==> config.mk <==
export PLATFORM = sky130hd
export DESIGN_NAME = set_assoc_replacement_tracker_unit
export DESIGN_NICKNAME = d
export VERILOG_FILES = /design/src/sv/sart_pkg.sv /design/src/sv/sart_lookup.sv /design/src/sv/set_assoc_replacement_tracker_unit.sv
export SDC_FILE = /design/constraint.sdc
export NUM_CORES = 1
export LEC_CHECK = 0
export BUFFER_PORTS_ARGS = -buffer_cell sky130_fd_sc_hd__buf_2
export CAP_MARGIN = 20
export CORE_MARGIN = 3
export CORE_UTILIZATION = 31
export DETAILED_ROUTE_END_ITERATION = 8
export PLACE_DENSITY = 0.46
export SYNTH_ARGS = -nofsm -noshare
export SYNTH_HDL_FRONTEND = slang
export SYNTH_HIERARCHICAL = 1
export SYNTH_SLANG_ARGS = --single-unit
export TNS_END_PERCENT = 100
==> constraint.sdc <==
create_clock -name clk -period 9.9 [get_ports clk]
set_input_delay 0 -clock clk [delete_from_list [all_inputs] [get_ports clk]]
set_output_delay 0 -clock clk [all_outputs]
set_load 0.01 [all_outputs]
==> src/sv/sart_pkg.sv <==
`timescale 1ns / 1ps

package sart_pkg;

    localparam int TAG_W      = 32;
    localparam int SET_IDX_W  = 2;
    localparam int LINE_IDX_W = 3;

    localparam int DEF_SETS = 4;
    localparam int DEF_WAYS = 2;

    localparam logic MODE_FIFO = 1'b0;
    localparam logic MODE_LRU  = 1'b1;

    typedef struct packed {
        logic [TAG_W-1:0]     block_number;
        logic [SET_IDX_W-1:0] set_index;
    } sart_in_t;

    typedef struct packed {
        logic                  hit;
        logic [LINE_IDX_W-1:0] line_index;
    } sart_out_t;

endpackage

==> src/sv/sart_lookup.sv <==
`timescale 1ns / 1ps

module sart_lookup
    import sart_pkg::*;
#(
    parameter int WAYS   = DEF_WAYS,
    parameter int WAY_W  = (WAYS > 1) ? $clog2(WAYS) : 1,
    parameter int FILL_W = $clog2(WAYS + 1)
)
(
    input  logic [TAG_W-1:0]  tag,
    input  logic              mode,
    input  logic [TAG_W-1:0]  row_tags [WAYS],
    input  logic [WAY_W-1:0]  row_age [WAYS],
    input  logic [FILL_W-1:0] fill,
    output logic              hit,
    output logic [WAY_W-1:0]  way,
    output logic              tag_we,
    output logic              fill_we,
    output logic [FILL_W-1:0] fill_next,
    output logic              age_we,
    output logic [WAY_W-1:0]  age_next [WAYS]
);

    logic              full;
    logic [WAYS-1:0]   way_match;
    logic [WAY_W-1:0]  hit_way;
    logic [WAY_W-1:0]  hit_pos;
    logic              do_promote;
    logic [WAY_W-1:0]  promote_pos;
    logic [WAY_W-1:0]  promote_way;

    assign full = (fill == FILL_W'(WAYS));

    // only ways below the fill count hold live tags; tags are never duplicated
    always_comb
    begin
        hit_way = '0;
        for (int w = 0; w < WAYS; w++)
        begin
            way_match[w] = (FILL_W'(w) < fill) && (row_tags[w] == tag);
        end
        for (int w = WAYS - 1; w >= 0; w--)
        begin
            if (way_match[w])
            begin
                hit_way = WAY_W'(w);
            end
        end
    end

    assign hit = |way_match;

    always_comb
    begin
        hit_pos = '0;
        for (int p = WAYS - 1; p >= 0; p--)
        begin
            if ((FILL_W'(p) < fill) && (row_age[p] == hit_way))
            begin
                hit_pos = WAY_W'(p);
            end
        end
    end

    assign do_promote  = hit ? (mode == MODE_LRU) : full;
    assign promote_pos = hit ? hit_pos : '0;
    assign promote_way = hit ? hit_way : row_age[0];

    always_comb
    begin
        if (hit)
        begin
            way = hit_way;
        end
        else if (full)
        begin
            way = row_age[0];
        end
        else
        begin
            way = WAY_W'(fill);
        end
    end

    assign tag_we    = !hit;
    assign fill_we   = !hit && !full;
    assign fill_next = fill + FILL_W'(1);
    assign age_we    = do_promote || fill_we;

    always_comb
    begin
        for (int k = 0; k < WAYS; k++)
        begin
            age_next[k] = row_age[k];
            if (do_promote)
            begin
                if (FILL_W'(k) == fill - FILL_W'(1))
                begin
                    age_next[k] = promote_way;
                end
                else if ((WAY_W'(k) >= promote_pos) && (FILL_W'(k + 1) < fill))
                begin
                    age_next[k] = row_age[(k + 1) % WAYS];
                end
            end
            else if (FILL_W'(k) == fill)
            begin
                age_next[k] = WAY_W'(fill);
            end
        end
    end

endmodule

==> src/sv/set_assoc_replacement_tracker_unit.sv <==
`timescale 1ns / 1ps

// Tag and replacement tracker for a set-associative cache.
// Input channel (in_valid / in_ready / in_data): one access per transfer,
// carrying the block number used as tag and the set index (wrapped to SETS).
// Output channel (out_valid / out_ready / out_data): one result per access,
// the hit flag and the line index, set * WAYS + way.
// cfg_we / cfg_wdata write the replacement mode (0 FIFO, 1 LRU); write only
// while no access is in flight.
// Each access is held in the input register, then its result in the output
// register until it transfers. One access is taken every cycle while the
// receiver does not stall: the access is registered, then the tag compare
// across all ways of the set, the age order update and the result register
// are done in one pass, so the next access already sees the updated set.
// When the receiver stalls, the result holds in the output register and one
// more access waits in the input register; in_ready then drops.
// Reset clears the fill counts, the mode (FIFO) and both valid flags; tags
// and age order need no clearing since only filled ways are read.
module set_assoc_replacement_tracker_unit
    import sart_pkg::*;
#(
    parameter int SETS = DEF_SETS,
    parameter int WAYS = DEF_WAYS
)
(
    input  logic      clk,
    input  logic      rst_n,
    input  logic      in_valid,
    output logic      in_ready,
    input  sart_in_t  in_data,
    output logic      out_valid,
    input  logic      out_ready,
    output sart_out_t out_data,
    input  logic      cfg_we,
    input  logic      cfg_wdata
);

    localparam int SET_W  = (SETS > 1) ? $clog2(SETS) : 1;
    localparam int WAY_W  = (WAYS > 1) ? $clog2(WAYS) : 1;
    localparam int FILL_W = $clog2(WAYS + 1);

    logic                 mode_reg;
    logic                 s1_valid_reg;
    logic [TAG_W-1:0]     s1_tag_reg;
    logic [SET_W-1:0]     s1_set_reg;
    logic                 out_valid_reg;
    sart_out_t            out_data_reg;
    sart_out_t            out_data_next;

    logic [TAG_W-1:0]     tag_reg  [SETS][WAYS];
    logic [WAY_W-1:0]     age_reg  [SETS][WAYS];
    logic [FILL_W-1:0]    fill_reg [SETS];

    logic                 advance;
    logic [SET_IDX_W-1:0] set_red;

    logic                 hit;
    logic [WAY_W-1:0]     way;
    logic                 tag_we;
    logic                 fill_we;
    logic [FILL_W-1:0]    fill_next;
    logic                 age_we;
    logic [WAY_W-1:0]     age_next [WAYS];
    logic [31:0]          line_calc;

    assign advance   = s1_valid_reg && (!out_valid_reg || out_ready);
    assign in_ready  = !s1_valid_reg || advance;
    assign out_valid = out_valid_reg;
    assign out_data  = out_data_reg;

    // set index wraps modulo SETS
    always_comb
    begin
        set_red = in_data.set_index;
        for (int i = 0; i < 3; i++)
        begin
            if ((SETS < 4) && (set_red >= SET_IDX_W'(SETS)))
            begin
                set_red = set_red - SET_IDX_W'(SETS);
            end
        end
    end

    sart_lookup #(
        .WAYS   (WAYS),
        .WAY_W  (WAY_W),
        .FILL_W (FILL_W)
    ) u_lookup (
        .tag       (s1_tag_reg),
        .mode      (mode_reg),
        .row_tags  (tag_reg[s1_set_reg]),
        .row_age   (age_reg[s1_set_reg]),
        .fill      (fill_reg[s1_set_reg]),
        .hit       (hit),
        .way       (way),
        .tag_we    (tag_we),
        .fill_we   (fill_we),
        .fill_next (fill_next),
        .age_we    (age_we),
        .age_next  (age_next)
    );

    assign line_calc = 32'(s1_set_reg) * 32'(WAYS) + 32'(way);

    always_comb
    begin
        out_data_next.hit        = hit;
        out_data_next.line_index = line_calc[LINE_IDX_W-1:0];
    end

    always_ff @(posedge clk or negedge rst_n)
    begin
        if (!rst_n)
        begin
            mode_reg      <= MODE_FIFO;
            s1_valid_reg  <= 1'b0;
            out_valid_reg <= 1'b0;
            for (int s = 0; s < SETS; s++)
            begin
                fill_reg[s] <= '0;
            end
        end
        else
        begin
            if (cfg_we)
            begin
                mode_reg <= cfg_wdata;
            end
            if (in_ready)
            begin
                s1_valid_reg <= in_valid;
            end
            if (advance)
            begin
                out_valid_reg <= 1'b1;
            end
            else if (out_ready)
            begin
                out_valid_reg <= 1'b0;
            end
            if (advance && fill_we)
            begin
                fill_reg[s1_set_reg] <= fill_next;
            end
        end
    end

    always_ff @(posedge clk)
    begin
        if (in_valid && in_ready)
        begin
            s1_tag_reg <= in_data.block_number;
            s1_set_reg <= SET_W'(set_red);
        end
        if (advance)
        begin
            out_data_reg <= out_data_next;
            if (tag_we)
            begin
                tag_reg[s1_set_reg][way] <= s1_tag_reg;
            end
            if (age_we)
            begin
                age_reg[s1_set_reg] <= age_next;
            end
        end
    end

endmodule
==> metrics.yaml, run 1 <==
outcome:
  status: "completed"
job:
  drv_cap: 0
clock_tree:
  hold_buffers: 41
  cts_sinks: 315
  post_cts_buffers: 0
  cts.path.max_buffers: 3
  cts-buffers-inserted: 37
  htreeDepth: 2
  clkTransAtPathRegs_ns: 0.06
  cts-root-buf: "clkbuf_16"
  insertion_delay_ns: 0.54
  cts_tree: "built"
  cts.repair.resized: 0
placement:
  place_worst_setup_slack_ns: 4.484
  gp_congestion: 0.7009
  port-buffer-count: 45
  hpwl_um: 14760
setup_path:
  critPathKind: "register to register"
  worst_setup_path_start_kind: "register"
  critPathRequiredTime_ns: 10.05
  critical_path_peak_fanout: 46
  critPathCaptureType: "register"
  cp.arrival_ns: 5.20
die:
  start_util: 0.3171
  rows: 72
  die_h_um: 205.8
  die-area_mm2: 0.04234
  die_w_um: 205.8
  core-area_mm2: 0.03901
  ios: 46
timing:
  post-route-period-util: 0.5098
  finalHoldViolCount: 0
  timing.fmax_mhz: 198.1
  skew_ns: 0.02954
  rsz0062_at_grt: "no"
  period_minus_slack_ns: 5.047
  tightest_slew_ns: 0.9742
  final_max_slew_viol_count: 0
  tns_ns: 0
  slew_headroom: 0.3505
  fin_ws_ns: 4.853
  setup_viol_count_final: 0
global_route:
  grtUsageMet1: 0.1626
  grt_pass1_vias: 6385
  grt-busiest-layer: "met2"
  grt_pass1_wl_um: 38900
  grt_use_met2: 0.2055
  grtUsageMet3: 0.02389
  grt_use_total: 0.1236
  grt_antenna_before_repair: 0
  grt_max_degree: 51
  grt_overflow: 0
drt:
  antenna_left: 0
  vias: 5774
  drt-pass1-iter-count: 4
  avgViaCountPerCell: 4.675
  wire_per_inst_um: 20.49
  wl_um: 25300
  drt_iter0_drc: 375
  drt_drc_violations_left: 0
logic_synthesis:
  async_flop_share: 0.03492
  synth_cells: 569
  yosysUniqueCellTypes: 46
  synth_edf_count: 302
  synth_area_per_cell_um2: 21.74
  synth_seq_cells: 315
  synth-warning-count: 6
  synth_nets: 614
  synth_area_mm2: 0.01237
  ys.flop_type: "edfxtp_1"
  synth.yosys.seq_area_share: 0.7586
power_and_ir_drop:
  power_density_mw_per_mm2: 224.5
  power.leakage_nw: 4.750
  vdd_ir_drop_max_mv: 0.09912
final_layout:
  nets: 734
  syn2layout_area_growth_pct: 20.36
  nFillCells: 3519
  register_area_mm2: 0.009389
  drive_above_1_share: 0.2909
  largest_reg_flops: 256
  multi_input_area_mm2: 0.002903
worst_hold_path:
  hold_class: "input port to register"
[final cells by class]
class	count	area share
flip-flops and latches	315	0.6306
multi-input cells	232	0.1950
clock buffers	47	0.06613
repair buffers	97	0.05126
well taps	518	0.04353
clock inverters	18	0.01168
inverters	6	0.001513
diodes	2	0.0003361
[cell usage in the layout, fill, tap and decap left out, types with 7 or more instances in the layout]
master and count:
mux4_2 68, clkinv_1 7, clkbuf_16 38, xor2_1 9, buf_4 8, buf_2 45, nand4_1 12, mux2_2 11
dfrtp_1 11, nor2_1 10, edfxtp_1 302, dlygate4sd3_1 41, xnor2_1 55, clkbuf_1 9
[worst max-delay path: stages (launching register included)]
cell and delay (ns):
dfxtp_4 0.63, buf_4 0.83, mux4_2 0.61, xnor2_1 0.32, nand4_1 0.22, nor2_1 0.40
nand4bb_1 0.22, a21oi_1 0.26, nand4_1 0.38, nor2_4 0.20, buf_4 0.51
[power by group]
| part | leakage, nW | internal [mW] | total, mW | switching (mW) |
|---|---|---|---|---|
| combinational | 1.28 | 0.184 | 0.402 | 0.218 |
| clock | 0.563 | 0.781 | 1.29 | 0.509 |
| sequential | 2.90 | 1.59 | 1.65 | 0.0613 |
[per-stage QoR]
stage               hold slack, ns  power (mW)  cells    util  cell area, um^2
floorplan                  -0.2956       1.938    569       -            12370
global placement           -0.1328       2.056   1124  0.3396            13250
detailed placement         -0.1283       2.072   1124  0.3396            13250
CTS                         0.1332       3.398   1230  0.3798            14820
global route                0.1580       3.498   1233  0.3816            14880
finish                      0.1685       3.343   1235  0.3817            14890
[path summary, 6_finish.rpt]
kind                              from              to  slack (ns)  cells after the start
setup / recovery              register  tag_reg[1][23]        4.85                     10
hold / removal             in_data[11]   s1_tag_reg[9]        0.17                      2
setup reg to reg              register  tag_reg[1][23]        4.85                     10
hold reg to reg            fill_reg[6]     fill_reg[6]        0.51                      1
max in group asynchronous        rst_n     fill_reg[0]        9.06                      3
min in group asynchronous        rst_n        mode_reg        0.51                      3
[cell families (layout without fill, tap and decap cells)]
family / count (synthesis) / after routing / synth area share
xor+xnor: 64 / 64 / 0.04531
mux: 82 / 82 / 0.1362
other cells: 0 / 2 / 0
compound gates: 12 / 12 / 0.008194
fa+ha+maj: 5 / 5 / 0.005057
buf+inv: 22 / 168 / 0.01123
simple gates: 69 / 69 / 0.03540
flops: 315 / 315 / 0.7586
[metal layers]
layer	up-vias	wire [um]
li1	2575	-
met1	3055	11200
met2	104	12500
met3	40	1017
met4	0	582
met5	-	0
[synthesized netlist by cell type, drive strengths merged, types with 3 or more instances]
master  instances  area, um^2
dfrtp          11       275.3
mux2           11       123.9
nor4            5       58.80
ha              5       62.56
a311oi          3       26.28
xnor2          55       481.7
nand2b          5       31.28
nand3           5       30.03
mux4           68        1531
mux2i           3       30.03
buf            14       108.9
nand2           5       18.77
xor2            9       78.83
nor2           17       66.32
edfxtp        302        9069
inv             6       22.52
nor3            9       60.06
nand4          13       87.58
Note: power is estimated with default switching activity, not from simulation.
==> run 2: changes to the inputs <==
PLACE_DENSITY = 0.47   (was 0.46)
clock period = 4.4 ns   (was 9.9 ns; I/O delays follow)
==> metrics.yaml, run 2 (same netlist as run 1, synthesis figures left out) <==
setup_path:
  cp_top_family: "simple AND/OR/NAND/NOR gates"
  crit_slowest_cell: "edfxtp_1"
  cp.arrival_ns: 4.23
  crit_buf_inv: 2
  timing.rr.end: "tag_reg[0][0]"
  critPathCaptureType: "register"
  critical_path_peak_fanout: 32
  crit_path_cell_trace: "mux4_2 > ha_1 > inv_1 > nand3_2 > nor4_2 > nand4bb_1 > a21oi_1 > nand4_1 > nor3_4 > buf_12"
  critPathKind: "register to register"
  cp_slowest_stage_delay_ns: 0.79
  crit_end: "tag_reg[0][0]"
  worst_setup_path_start_kind: "register"
  worstSetupPathDepth: 10
  critPathRequiredTime_ns: 4.59
  worst_r2r_path_depth: 10
  r2r_slack_ns: 0.36
  startpoint: "s1_set_reg[0]"
  rr_startpoint: "s1_set_reg[0]"
timing:
  tightest_slew_ns: 0.9406
  period_minus_slack_ns: 4.042
  final_max_slew_viol_count: 0
  skew_ns: 0.01275
  hold-worst-slack_ns: 0.1879
  rsz0062_at_grt: "no"
  setup_viol_count_final: 0
  finalHoldViolCount: 0
  timing.fmax_mhz: 247.4
  tns_ns: 0
  post-route-period-util: 0.9186
  slew_headroom: 0.3729
final_layout:
  nFillCells: 3531
  diodes: 0
  drive_above_1_share: 0.3048
  final_cell_mix: "edfxtp_1, mux4_2, xnor2_1"
  final_util: 0.3862
  layout.cells.most_common: "edfxtp_1"
  multi_input_area_mm2: 0.002915
  register_area_mm2: 0.009389
  nets: 747
  syn2layout_area_growth_pct: 21.78
  largest_reg_flops: 256
global_route:
  grt_antenna_before_repair: 0
  grt_pass1_wl_um: 40120
  grt_use_total: 0.1281
  grt_max_degree: 46
  grt_overflow: 0
  grt_pass1_vias: 6353
clock_tree:
  cts_sinks: 315
  cts_tree: "built"
  cts-root-buf: "clkbuf_16"
  cts-buffers-inserted: 36
  insertion_delay_ns: 0.51
  post_cts_buffers: 0
  cts.repair.resized: 0
  cts.path.max_buffers: 3
  htreeDepth: 2
  clkTransAtPathRegs_ns: 0.05
  hold_buffers: 41
worst_hold_path:
  hold_class: "input port to register"
drt:
  wire_per_inst_um: 21.23
  drt_drc_violations_left: 0
  drt_iter0_drc: 270
  wl_um: 26390
  antenna_left: 0
  vias: 5815
  avgViaCountPerCell: 4.678
  drt-pass1-iter-count: 4
outcome:
  status: "completed"
power_and_ir_drop:
  power_density_mw_per_mm2: 503.4
  power.leakage_nw: 4.843
  vdd_ir_drop_max_mv: 0.2929
die:
  die-area_mm2: 0.04234
  start_util: 0.3171
  rows: 72
  die_w_um: 205.8
  core-area_mm2: 0.03901
  die_h_um: 205.8
  ios: 46
placement:
  hpwl_um: 16420
  port-buffer-count: 45
  gp_congestion: 0.7384
job:
  drv_cap: 0
-- run 2: worst register-to-register path, delay by kind of cell (launching register included) --
family | cells | cell delay (ns)
flip-flops | 1 | 0.79
multiplexers | 1 | 0.69
AO/OA/AOI/OAI | 1 | 0.24
AND/OR/NAND/NOR | 5 | 1.30
adder cells (fa/ha/maj) | 1 | 0.28
buffers and inverters | 2 | 0.39
-- run 2: report_power, final --
part / leakage (nW) / switching, mW / internal (mW) / total [mW]
registers: 2.90 / 0.124 / 3.57 / 3.70
logic: 1.38 / 0.534 / 0.448 / 0.982
clock network: 0.558 / 1.13 / 1.78 / 2.90
-- run 2: area by class of cell --
cell class	instances	area share
Clock buffer	47	0.06395
Clock inverter	14	0.01179
Inverter	6	0.001495
Multi-Input combinational cell	232	0.1935
Sequential cell	315	0.6233
Tap cell	518	0.04302
Timing Repair Buffer	111	0.06296
-- run 2: how the worst min path moves through the flow --
stage	startpoint	endpoint	slack, ns	cells after the start
after CTS	in_data[7]	s1_tag_reg[5]	0.16	2
after global placement	rst_n	s1_valid_reg	-0.13	1
final	in_data[7]	s1_tag_reg[5]	0.19	2
after global routing	in_data[6]	s1_tag_reg[4]	0.18	2
after detailed placement	rst_n	out_valid	-0.12	1
after floorplan	rst_n	fill_reg[0]	-0.30	0
-- run 2: routing by layer --
layer / global-route usage / vias up / part of all wire
li1: - / 2605 / -
met1: 0.1745 / 3053 / 0.45
met2: 0.2094 / 113 / 0.49
met3: 0.02610 / 44 / 0.042
met4: 0.03612 / 0 / 0.022
met5: 0 / - / 0
-- run 2: stage by stage --
stage / cells / power (mW) / cell area, um^2 / setup slack [ns]
after floorplan: 569 / 4.360 / 12380 / 0.1708
after global placement: 1141 / 4.707 / 13510 / 0.4119
after detailed placement: 1141 / 4.737 / 13510 / 0.3745
after CTS: 1243 / 7.716 / 15060 / 0.3255
after global routing: 1243 / 7.917 / 15060 / 0.05056
final: 1243 / 7.584 / 15060 / 0.3583
